==> src/rtl/sms_divider.sv <==
// ----------------------------------------------------------------------------
// sms_divider: restoring divider, one quotient bit per cycle
// Computes floor(num / den).
// ----------------------------------------------------------------------------
module sms_divider #(
	parameter int NUM_W = 96,
	parameter int DEN_W = 96
) (
	input  logic             clk,
	input  logic             arst_n,
	input  logic             start,
	input  logic [NUM_W-1:0] num,
	input  logic [DEN_W-1:0] den,
	output logic             done,
	output logic [NUM_W-1:0] quo
);
	localparam int CNT_W = $clog2(NUM_W + 1);

	logic [CNT_W-1:0] cnt_q;
	logic             busy_q;
	logic [NUM_W-1:0] quo_q;
	logic [DEN_W:0]   rem_q;
	logic [DEN_W-1:0] den_q;
	logic [DEN_W:0]   shifted;
	logic             take;

	// shift in the next dividend bit and trial-subtract
	always_comb begin
		shifted = {rem_q[DEN_W-1:0], quo_q[NUM_W-1]};
		take    = shifted >= {1'b0, den_q};
	end

	always_ff @(posedge clk or negedge arst_n) begin
		if (!arst_n) begin
			busy_q <= 1'b0;
			cnt_q  <= '0;
			done   <= 1'b0;
		end else begin
			done <= busy_q && !start && (cnt_q == CNT_W'(1));
			if (start) begin
				busy_q <= 1'b1;
				cnt_q  <= CNT_W'(NUM_W);
			end else if (busy_q) begin
				cnt_q <= cnt_q - 1'b1;
				if (cnt_q == CNT_W'(1)) begin
					busy_q <= 1'b0;
				end
			end
		end
	end

	always_ff @(posedge clk) begin
		if (start) begin
			quo_q <= num;
			rem_q <= '0;
			den_q <= den;
		end else if (busy_q) begin
			quo_q <= {quo_q[NUM_W-2:0], take};
			rem_q <= take ? shifted - {1'b0, den_q} : shifted;
		end
	end

	assign quo = quo_q;
endmodule

==> config.mk <==
export PLATFORM = sky130hd
export DESIGN_NAME = sms_divider
export DESIGN_NICKNAME = d
export VERILOG_FILES = /design/src/rtl/sms_divider.sv
export SDC_FILE = /design/constraint.sdc
export NUM_CORES = 1
export LEC_CHECK = 0
export BUFFER_PORTS_ARGS = -buffer_cell sky130_fd_sc_hd__buf_2
export CAP_MARGIN = 20
export CORE_ASPECT_RATIO = 2
export CORE_MARGIN = 2
export CORE_UTILIZATION = 52
export CTS_BUF_LIST = sky130_fd_sc_hd__clkbuf_16
export CTS_CLUSTER_DIAMETER = 80
export DETAILED_ROUTE_END_ITERATION = 6
export PLACE_DENSITY_LB_ADDON = 0.3
export SYNTH_ARGS = -nofsm -noshare
export SYNTH_HDL_FRONTEND = slang
export SYNTH_SLANG_ARGS = --single-unit
==> constraint.sdc <==
create_clock -name clk -period 3.1 [get_ports clk]
set_input_delay 0.62 -clock clk [delete_from_list [all_inputs] [get_ports clk]]
set_output_delay 0.62 -clock clk [all_outputs]
set_load 0.02 [all_outputs]
==> summary.txt, run 1 <==
Drt
  – Detailed-route via count: between 15,000 and 20,000
  – Initial drt markers: 1,268
  – First-pass iteration count of the detailed router: 5
  – Vias per inst: approximately 6.1
  – DRC viols: 0
  – Per-cell routed wire length: 23.1 um
  – Final ANT Viol Nets: 0
  – Drt total wl: 69,400 um

Logic synthesis
  – #FFs+latches synth: 297
  – Sequential area share after synthesis: between 40% and 50%
  – Post-synthesis compound-gate area fraction: about a fifth
  – Xor and xnor fraction of the mapped netlist area: roughly 4.1%
  – Largest cells by area after synthesis: edfxtp_1 32%, dfxtp_1 11%, ha_1 6.8%, mux2_2 6.0%, a21oi_1 5.3%
  – Post-synthesis cell area: roughly 18,000 um^2
  – Ys Warns: 0
  – Async SR Flop Fraction: under 10%
  – Cell variety after synth: 90
  – Area fraction of the dominant cell type after synthesis: a little under a third
  – Mapped Cells: between 1,500 and 2,000
  – Area share of fa/ha/maj cells after synthesis: about 6.9%
  – Mux contribution to synthesized area: 6.46%
  – Synth area leader: edfxtp_1
  – Synth Area in Simple Gates: a little over an eighth
  – Primary FF master, synth: edfxtp_1
  – Post-synth EDFFs: about 190
  – Syn Nets: approximately 2,200
  – Post-synthesis average cell area: approximately 9.5 um^2
  – Combinational family with the most area after synthesis: compound AO/OA/AOI/OAI gates

Power and ir drop
  – VDD IR-drop max: approximately 0.7 mV
  – Net Sw Frac: approximately 43%
  – Psw: 0.0114 W
  – Clock Power Share: between 10 and 15%
  – Internal power: ~0.015 W
  – P per Cell Area: between 1000 and 1500 nW/um^2
  – Register share of total power: 21.6%
  – P_leak: about 12 nW
  – Comb pwr share: about two thirds
  – Tot Pwr: ~0.027 W

Timing
  – Worst relative slew slack: 33.0%
  – Fin Setup TNS: -22.93 ns
  – Period utilization: 113%
  – Min setup slack post-route: -0.394 ns
  – Setup Skew: between 0.02 and 0.025 ns
  – RSZ-0062 raised after global routing: yes
  – Hold Violations, Final: 0
  – Tmin final: approximately 3.5 ns
  – Final number of max-transition violations: 0
  – Peak Freq: 286 MHz
  – # setup viols final: just under 100
  – Slew @ Worst Pin: ~1.0 ns

Setup path
  – Setup crit end kind: flip-flop
  – Reg2reg start: den_q[36]
  – Critical Path RT: ~3.6 ns
  – Critical Path AT: roughly 4 ns
  – CP max FO: 8
  – Critical path launch point: den_q[36]
  – Reg-to-Reg End: rem_q[82]
  – Critical path class: reg2reg
  – Worst reg-to-reg setup slack: -0.39 ns
  – Worst setup SP type: flip-flop
  – Worst r2r path cells: 17

Clock network
  – Clk_lat worst skew: slightly above 0.6 ns
  – Maximum root-to-sink buffer count: 3
  – Root buffer cell: clkbuf_16
  – H-Tree Depth: 1
  – Sink Count: between 200 and 300
  – CTS tree: built
  – CTS buffer count: 28
  – Clock slew at reported path FFs: roughly 0.070 ns

Status
  – Outcome: finished with violations
  – Failing checks: negative setup slack

Hold path
  – Worst hold path stage count: 1
  – Hold Startpoint: den[10]
  – Endpoint, Worst Hold: den_q[10]
  – Hold WC Path Type: in2reg

Final layout
  – Multi-input logic area: between 10,000 and 15,000 um^2
  – Sequential Area: between 7000 and 8000 um^2
  – Fill count: ~2,300
  – Layout Utilization: 76.5%
  – Area growth syn-to-layout: 45.4%
  – Cell Count, Final, Fillers Out: 3,011
  – Layout cells sized above 1: 46.0%
  – NumNets Final: 2,840
  – Most frequent cells in the layout: 354 x buf_4, 290 x buf_2, 192 x edfxtp_1, 155 x nand2_1, 128 x a21oi_1
  – Most common cell after layout, fill and taps aside: buf_4

Floorplanning
  – Core ar.: between 30,000 and 40,000 um^2
  – # IOs: slightly below 300
  – Die area: 36,400 um^2
  – Starting density of the core: 52.6%
  – Die height: 268 um
  – Row count: 96
  – Die Wd: 136 um

Place
  – Placed wire-length estimate: between 40,000 and 50,000 um
  – IO Port Bufs: 291
  – GPL Wtd Cong: roughly 1
  – Placed Cells: about 2,900
  – Pre-CTS setup slack: -0.832 ns

GRT
  – Largest net degree at the start of global routing: around 120
  – First-pass GRT wire length: slightly above 100,000 um
  – GRT Total Usage: a little under two fifths
  – Initial antenna violation count: 2
  – Vias in the first global route: 19,600
  – Grt total ovfl: 0

Job
  – Max_cap viols: 0
## worst max path at each step
stage | to | cells after the start
floorplan | rem_q[94] | 15
global placement | rem_q[87] | 15
detailed placement | rem_q[87] | 15
CTS | rem_q[82] | 15
global route | rem_q[60] | 16
finish | rem_q[82] | 17
## synth_stat cells, types with 5 or more instances
library cell	instances
nand2_1	195
a21oi_1	192
edfxtp_1	192
nor2_1	146
inv_1	134
ha_1	98
mux2_2	97
dfxtp_1	96
o21ai_0	86
clkbuf_1	83
xnor2_1	59
nand4_1	49
a21o_1	48
o21bai_1	35
nor3_1	32
a211oi_1	28
xor2_1	26
buf_2	23
a311oi_1	22
nand3_1	22
o21ai_1	21
and3_1	17
o21a_1	15
or3_1	12
o211ai_1	11
nor2b_1	10
dfrtp_1	9
a32oi_1	8
and4_1	8
a21boi_1	7
nor4_1	7
mux2i_1	6
a221oi_1	5
a41oi_1	5
nand2b_1	5
o22ai_1	5
o31a_1	5
o31ai_1	5
## timing repair
| action | 4_1_cts | 5_1_grt |
|---|---|---|
| cloned | 16 | 1 |
| hold endpoints to repair | 9 | 0 |
| hold buffers | 1 | 0 |
| setup endpoints to repair | 97 | 97 |
| resized for setup | 341 | 146 |
| pin swaps | 120 | 78 |
| setup buffers | 42 | 22 |
## through the flow
step,hold slack (ns),cell area (um^2)
after CTS,0.185,25600
after detailed placement,0.477,22500
after global placement,0.473,22500
final,0.188,26300
after floorplan,0.324,18100
after global routing,0.189,26300
## metal layers
layer	GRT usage [%]	part of all wire (%)	up-vias
met5	0	0	-
met4	33.1	11	0
met3	7.42	6.9	465
met2	67.9	52	1042
met1	33.9	30	8610
li1	-	-	8227
## cell families after synthesis
group	Yosys count
AO/OA/AOI/OAI	548
AND/OR/NAND/NOR	529
flip-flops	297
buffers and inverters	247
multiplexers	104
adder cells (fa/ha/maj)	99
XOR/XNOR	85
## flip-flops by register name, indices dropped and copies added, names as in the netlist
signal / flops
quo: 96
den_q: 96
cnt_q: 7
done: 1
rem_q: 96
busy_q: 1
## critical path: stages (launching register included)
cell      delay (ns)
edfxtp_1        0.35
inv_2           0.06
ha_4            0.29
nand4_1         0.22
nor3b_2         0.26
inv_2           0.08
nor3_4          0.29
and3b_2         0.26
a21oi_4         0.07
o31a_1          0.33
buf_4           0.16
o21a_4          0.22
buf_12          0.14
buf_12          0.13
buf_12          0.14
and3_4          0.18
a21oi_2         0.09
o22ai_1         0.08
## area by class of cell
| class | count | share of cell area [%] |
|---|---|---|
| diodes | 2 | 0.0190 |
| clock buffers | 29 | 2.76 |
| clock inverters | 23 | 0.447 |
| inverters | 136 | 1.96 |
| multi-input cells | 1366 | 42.2 |
| flip-flops and latches | 297 | 30.1 |
| well taps | 441 | 2.10 |
| repair buffers | 717 | 20.4 |
## power groups by stage
stage	logic [W]	clock network (W)	registers, W
floorplan	0.00644	0	0.00573
global placement	0.0115	0	0.00560
detailed placement	0.0116	0	0.00564
CTS	0.0159	0.00337	0.00564
global route	0.0183	0.00349	0.00579
finish	0.0175	0.00335	0.00572
Power figures use the tool's default switching activity.
==> run 2, diff against run 1 <==
- ABC_AREA: not set -> 1
- CORE_UTILIZATION: 52 -> 54
==> run 2 against run 1 <==
Against the previous run: the flow now finishes without violations; highest routed layer unchanged; register-to-register slack improved by 0.46 ns; critical path type unchanged; synthesized area increased by 23%; clock skew fell by 0.0071 ns; critical endpoint is now rem_q[88]; via count increased by 24%.
==> summary.txt, run 2 <==
Logic synthesis
  – Post-synth EDFFs: 192 (unchanged)
  – Largest cells by area after synthesis: edfxtp_1 26%, nand2_1 25%, inv_1 13%, dfxtp_1 8.7%, ha_1 5.5%
  – Primary FF master, synth: edfxtp_1
  – Sequential area share after synthesis: 35.7% (-8.1 points)
  – Synth area leader: edfxtp_1
  – Async SR Flop Fraction: 3.03% (unchanged)
  – Post-synthesis average cell area: 6.30 um^2 (-33%)
  – Syn Nets: 3,815 (+73%)
  – Post-synthesis cell area: 22,200 um^2 (+23%)
  – Area fraction of the dominant cell type after synthesis: 26.0% (-5.9 points)
  – Commonest cells in the netlist: 1,456 x nand2_1, 750 x inv_1, 228 x nand3_1
  – Most frequent cell after synthesis: nand2_1
  – Mapped Cells: 3,521 (+84%)
  – Ys Warns: 0 (unchanged)
  – Cell variety after synth: 35 (-61%)
  – #FFs+latches synth: 297 (unchanged)

Timing
  – Final number of max-transition violations: 0 (unchanged)
  – Worst relative slew slack: 52.1% (+19 points)
  – Period utilization: 97.7% (-15 points)
  – Tmin final: 3.03 ns (-0.464 ns)
  – Min Hold Slack: 0.199 ns (+0.0110 ns)
  – Peak Freq: 330 MHz (+15%)
  – Min setup slack post-route: 0.0698 ns (+0.464 ns)
  – Slew @ Worst Pin: 0.718 ns (-0.283 ns)
  – Hold Violations, Final: 0 (unchanged)
  – Setup Skew: 0.0131 ns (-0.00706 ns)
  – Fin Setup TNS: 0 ns (+22.93 ns)
  – RSZ-0062 raised after global routing: no
  – # setup viols final: 0 (-100%)

Final layout
  – Layout cells sized above 1: 11.1% (-35 points)
  – Most frequent cells in the layout: 1,456 x nand2_1, 759 x inv_1, 290 x buf_2, 227 x nand3_1, 216 x nor2_1
  – NumNets Final: 4,100 (+44%)
  – Most common cell after layout, fill and taps aside: nand2_1
  – Area growth syn-to-layout: 14.0%
  – Post-route cell area: 25,300 um^2 (-3.8%)
  – Fill count: 3,973 (+73%)

Drt
  – Drt total wl: 78,900 um (+14%)
  – Final ANT Viol Nets: 0 (unchanged)
  – Detailed-route via count: 22,700 (+24%)
  – Vias per inst: 5.20 (-15%)
  – Per-cell routed wire length: 18.1 um (-22%)
  – First-pass iteration count of the detailed router: 6 (+1)
  – DRC viols: 0 (unchanged)
  – Initial drt markers: 1,893 (+49%)

Setup path
  – Cell mode on critical path: nand2_1
  – Setup crit end kind: flip-flop
  – Critical path class: reg2reg
  – Worst setup SP type: flip-flop
  – CP max FO: 21 (+13)
  – Critical Path RT: 3.59 ns (+0.04 ns)
  – CP cell instances: ha_2 -> nand2_1 -> nor2_1 -> and2_1 -> nand2_1 -> nor3_2 -> nand3_4 -> nand3_4 -> buf_12 -> nand3_1 -> nand3_1 -> nand2_1
  – Slowest Stage Delay on Critical Path: 0.43 ns (+0.08 ns)
  – Slowest-stage cell, CP: ha_2
  – Critical Path AT: 3.52 ns (-0.42 ns)

Floorplanning
  – Starting density of the core: 54.5% (+1.9 points)
  – Die Wd: 147 um (+8.4%)
  – # IOs: 292 (unchanged)
  – Core ar.: 40,700 um^2 (+19%)
  – Row count: 105 (+9.4%)
  – Die height: 291 um (+8.6%)
  – Die area: 42,800 um^2 (+18%)

Clock network
  – Sink Count: 297 (unchanged)
  – Post-CTS Setup Repair Bufs: 0 (-100%)
  – Clk_lat worst skew: 0.59 ns (-0.02 ns)
  – Root buffer cell: clkbuf_16
  – H-Tree Depth: 1 (unchanged)
  – Maximum root-to-sink buffer count: 3 (unchanged)
  – Clock slew at reported path FFs: 0.07 ns (about the same)
  – CTS buffer count: 26 (-7.1%)
  – CTS tree: built

Power and ir drop
  – P per Cell Area: 358 nW/um^2 (-65%)
  – VDD IR-drop max: 0.563 mV (-18%)
  – P_leak: 14.3 nW (+23%)

GRT
  – Largest net degree at the start of global routing: 124 (+0.81%)
  – Grt total ovfl: 0 (unchanged)
  – First-pass GRT wire length: 120,000 um (+17%)
  – Vias in the first global route: 21,800 (+11%)
  – GRT Total Usage: 36.3% (-0.93 points)
  – Initial antenna violation count: 3 (+1)

Place
  – Pre-CTS setup slack: 0.00206 ns (+0.834 ns)
  – GPL Wtd Cong: 1.08 (+6.8%)
  – Post-place instance area: 24,400 um^2 (+8.7%)
  – Placed wire-length estimate: 64,400 um (+38%)
  – IO Port Bufs: 291 (unchanged)

Status
  – Outcome: completed

Job
  – Max_cap viols: 0 (unchanged)

Hold path
  – Hold WC Path Type: in2reg
## run 2: cell count changes after synthesis, moves of 37 or more
cell / delta
nand2_1: +1261
inv_1: +616
nand3_1: +206
a21oi_1: -124
mux2_2: -97
nor2_1: +75
nand4_1: +74
a21o_1: -48
clkbuf_1: -37
## run 2: logic make-up (layout without fill, tap and decap cells)
| group | Yosys count | count (layout) | share of synthesized area, % |
|---|---|---|---|
| adder cells (fa/ha/maj) | 99 | 99 | 5.62 |
| flip-flops | 297 | 297 | 35.7 |
| AND/OR/NAND/NOR | 2076 | 2076 | 38.6 |
| other | 0 | 3 | 0 |
| buffers and inverters | 857 | 1162 | 14.8 |
| AO/OA/AOI/OAI | 141 | 141 | 3.33 |
| XOR/XNOR | 51 | 51 | 2.01 |
## run 2: layer usage
metal	track usage [%]	share of wire, %
met2	61.4	47
met4	14.1	4.6
met1	47.6	41
met5	0	0
met3	3.55	6.8
## run 2: cell type report
type	instances	area [um^2]	share of cell area, %
tap	535	669	2.65
clock inverter	21	135	0.534
timing repair buffer	338	1950	7.69
multi-input combinational	2367	11000	43.6
antenna	3	7.51	0.0297
sequential	297	7910	31.3
clock buffer	27	676	2.67
inverter	776	2920	11.5
## run 2: final timing paths
| check | slack [ns] | end | start | cells after the start |
|---|---|---|---|---|
| max | 0.07 | rem_q[88] | rem_q[63] | 12 |
| min | 0.20 | den_q[80] | den[80] | 1 |
| max reg2reg | 0.07 | rem_q[88] | rem_q[63] | 12 |
| min reg2reg | 0.48 | rem_q[93] | rem_q[93] | 2 |
| max in group asynchronous | 2.46 | cnt_q[6] | arst_n | 2 |
| min in group asynchronous | 0.44 | busy_q | arst_n | 2 |
## run 2: critical path: cells and delay by family (launching register included)
family | cells | cell delay [ns]
and+or+nand+nor | 10 | 1.91
DFF | 1 | 0.35
buffers and inverters | 1 | 0.22
adders and majority gates | 1 | 0.43
## run 2: power by group
part | total, W | internal, W | leakage, nW | switching (W)
registers | 0.00458 | 0.00447 | 2.87 | 0.000114
logic | 0.00130 | 0.000439 | 10.9 | 0.000856
clock network | 0.00317 | 0.00160 | 0.429 | 0.00158
## run 2: timing repair
| item | 4_1_cts | 5_1_grt |
|---|---|---|
| gates resized for setup | 1 | 8 |
| hold endpoints to repair | 9 | 0 |
| pin swaps | 0 | 0 |
| hold buffers | 1 | 0 |
| setup endpoints to repair | 7 | 56 |
## run 2: through the flow
stage	util, %	std cells	total power [W]
after floorplan	-	3521	0.00542
after global placement	60.0	4312	0.00592
after detailed placement	60.0	4312	0.00594
after CTS	62.0	4361	0.00908
after global routing	62.1	4363	0.00935
final	62.1	4364	0.00905
==> run 3, diff against run 2 <==
- BUFFER_PORTS_ARGS: -buffer_cell sky130_fd_sc_hd__buf_2 -> -buffer_cell sky130_fd_sc_hd__buf_4
==> run 3 against run 2 <==
Against the previous run: die area unchanged; global-route usage grew 1.4 points; sequential share of layout area fell by 0.94 points; wire length increased by 3.8%; fmax is 2.3% higher; critical path depth stayed put; cell area grew 3.1%; core utilization rose by 1.9 points; total power increased by 6.1%; combinational power is 10% higher; first-iteration DRC count up 0.95%.
==> summary.txt, run 3 (synthesized netlist as in run 2, its figures left out) <==
Timing
  – Tmin final: 2.96 ns (-0.0677 ns)
  – Setup Skew: 0.0309 ns (+0.0178 ns)
  – Final number of max-transition violations: 0 (unchanged)
  – Peak Freq: 338 MHz (+2.3%)
  – RSZ-0062 raised after global routing: no
  – Hold Violations, Final: 0 (unchanged)
  – Worst relative slew slack: 52.9% (+0.73 points)
  – Period utilization: 95.6% (-2.2 points)
  – Fin Setup TNS: 0 ns (unchanged)
  – Slew @ Worst Pin: 0.707 ns (-0.0110 ns)
  – # setup viols final: 0 (unchanged)

Setup path
  – Reg2reg start: rem_q[87]
  – Critical path launch point: rem_q[87]
  – Crit path max-delay family: compound AO/OA/AOI/OAI gates
  – WP buf/inv: 1 (unchanged)
  – Setup crit end kind: flip-flop
  – Slowest Stage Delay on Critical Path: 0.44 ns (about the same)
  – CP max FO: 36 (+71%)
  – Slowest-stage cell, CP: buf_4
  – Worst setup SP type: flip-flop
  – Critical Path AT: 3.41 ns (-0.11 ns)
  – Critical Path RT: 3.55 ns (-0.04 ns)
  – CP cell instances: ha_1 -> a21oi_1 -> nand2_1 -> a21oi_1 -> nor2_1 -> nor2_1 -> nand2_1 -> a21oi_4 -> buf_4 -> nand4_1 -> nand3_1 -> o21ai_0
  – Critical path class: reg2reg

Hold path
  – Hold WC Path Type: in2reg
  – Hold Startpoint: den[81]

GRT
  – Vias in the first global route: 22,000 (+0.87%)
  – Initial antenna violation count: 0 (-3)
  – First-pass GRT wire length: 124,000 um (+3.2%)
  – Grt total ovfl: 0 (unchanged)
  – Routing usage on met3: 4.14% (+0.60 points)
  – GRT Total Usage: 37.6% (+1.4 points)
  – Largest net degree at the start of global routing: 111 (-10%)
  – M2 GR Usage: 63.6% (+2.2 points)
  – Grt met1 use: 48.5% (+0.86 points)
  – Busiest grt layer: met2

Place
  – Placed wire-length estimate: 65,400 um (+1.7%)
  – Placed Cells: 4,306 (-0.14%)
  – IO Port Bufs: 291 (unchanged)
  – Post-place instance area: 25,100 um^2 (+2.9%)
  – GPL Wtd Cong: 1.06 (-2.1%)

Floorplanning
  – Die height: 291 um (unchanged)
  – # IOs: 292 (unchanged)
  – Starting density of the core: 54.5% (unchanged)
  – Row count: 105 (unchanged)
  – Die area: 42,800 um^2 (unchanged)
  – Core ar.: 40,700 um^2 (unchanged)
  – Die Wd: 147 um (unchanged)

Clock network
  – H-Tree Depth: 1 (unchanged)
  – Root buffer cell: clkbuf_16
  – Clk_lat worst skew: 0.61 ns (+0.02 ns)
  – Maximum root-to-sink buffer count: 3 (unchanged)
  – Sink Count: 297 (unchanged)
  – Clock slew at reported path FFs: 0.08 ns (about the same)
  – CTS buffer count: 27 (+3.8%)
  – CTS tree: built

Job
  – Max_cap viols: 0 (unchanged)

Power and ir drop
  – Internal power: 0.00697 W (+7.2%)
  – P_leak: 14.5 nW (+1.6%)
  – Register share of total power: 47.8% (-2.8 points)
  – VDD IR-drop max: 0.542 mV (-3.8%)
  – Comb pwr share: 14.9% (+0.6 points)
  – Clock Power Share: 37.3% (+2.2 points)
  – P per Cell Area: 368 nW/um^2 (+2.9%)
  – Net Sw Frac: 27.4% (-0.73 points)
  – Psw: 0.00263 W (+3.4%)

Drt
  – Final ANT Viol Nets: 0 (unchanged)
  – Detailed-route via count: 23,100 (+1.7%)
  – Initial drt markers: 1,911 (+0.95%)
  – DRC viols: 0 (unchanged)
  – Drt total wl: 81,900 um (+3.8%)
  – Per-cell routed wire length: 18.8 um (+3.9%)
  – Vias per inst: 5.30 (+1.9%)
  – First-pass iteration count of the detailed router: 5 (-1)

Final layout
  – Most common cell after layout, fill and taps aside: nand2_1
  – NumNets Final: 4,095 (-0.12%)
  – Most frequent cells in the layout: 1,454 x nand2_1, 750 x inv_1, 318 x buf_4, 227 x nand3_1, 219 x nor2_1
  – Layout cells sized above 1: 11.1% (-0.041 points)
  – Post-route cell area: 26,100 um^2 (+3.1%)
  – Fill count: 3,813 (-4.0%)
  – Cell Count, Final, Fillers Out: 4,357 (-0.16%)
  – # diodes: 0 (-3)
  – Area growth syn-to-layout: 17.5%

Status
  – Outcome: completed
## run 3: cell count changes in the layout (fill, tap and decap cells not counted), sizes merged
cell | previous run | this run
buf | 337 | 331
bufinv | 0 | 4
clkinv | 14 | 20
diode | 3 | 0
inv | 781 | 773
## run 3: what timing repair did
action                                  4_1_cts  5_1_grt
gates resized for setup                       0        3
endpoints found under the setup margin        0        2
hold endpoints to repair                      9        0
setup buffers                                 0        0
hold buffers                                  1        0
## run 3: path summary, 6_finish.rpt
kind                            slack (ns)   endpoint  cells after the start
worst max register to register        0.14  rem_q[27]                     12
max in group asynchronous             2.55     busy_q                      2
worst min register to register        0.48  rem_q[64]                      2
min in group asynchronous             0.39   cnt_q[5]                      2
worst max-delay path                  0.14  rem_q[27]                     12
worst min-delay path                  0.18  den_q[81]                      1
## run 3: final cells by class
cell class                 instances  area, um^2  share of cell area [%]
sequential                       297        7910                    30.3
clock buffer                      27         676                    2.59
inverter                         776        2920                    11.2
multi-input combinational       2367       11000                    42.3
clock inverter                    23         236                   0.907
tap                              535         669                    2.57
timing repair buffer             332        2650                    10.2
## run 3: stage by stage
stage / hold slack, ns / setup slack, ns / power (W) / utilization (%)
2_1_floorplan: 0.324 / 0.118 / 0.00542 / -
3_3_place_gp: 0.454 / 0.237 / 0.00604 / 61.7
3_5_place_dp: 0.455 / 0.142 / 0.00607 / 61.7
4_1_cts: 0.164 / 0.139 / 0.00963 / 64.0
5_1_grt: 0.171 / 0.00121 / 0.00991 / 64.0
6_report: 0.180 / 0.137 / 0.00961 / 64.0
## run 3: per-layer routing
| layer | vias up | part of all wire [%] |
|---|---|---|
| met2 | 1058 | 47 |
| met5 | - | 0 |
| li1 | 11300 | - |
| met4 | 0 | 5.1 |
| met3 | 198 | 7.0 |
| met1 | 10500 | 40 |
## run 3: worst register-to-register path, cell delays in order, from the launching register on
cell	delay, ns
dfxtp_1	0.33
ha_1	0.40
a21oi_1	0.28
nand2_1	0.12
a21oi_1	0.22
nor2_1	0.06
nor2_1	0.16
nand2_1	0.14
a21oi_4	0.24
buf_4	0.44
nand4_1	0.19
nand3_1	0.13
o21ai_0	0.09
## run 3: power by group through the flow
stage	logic (W)	registers (W)	clock network (W)
final	0.00143	0.00459	0.00358
after global routing	0.00156	0.00461	0.00374
after CTS	0.00141	0.00459	0.00363
after detailed placement	0.00140	0.00467	0
after global placement	0.00138	0.00466	0
after floorplan	0.000631	0.00479	0
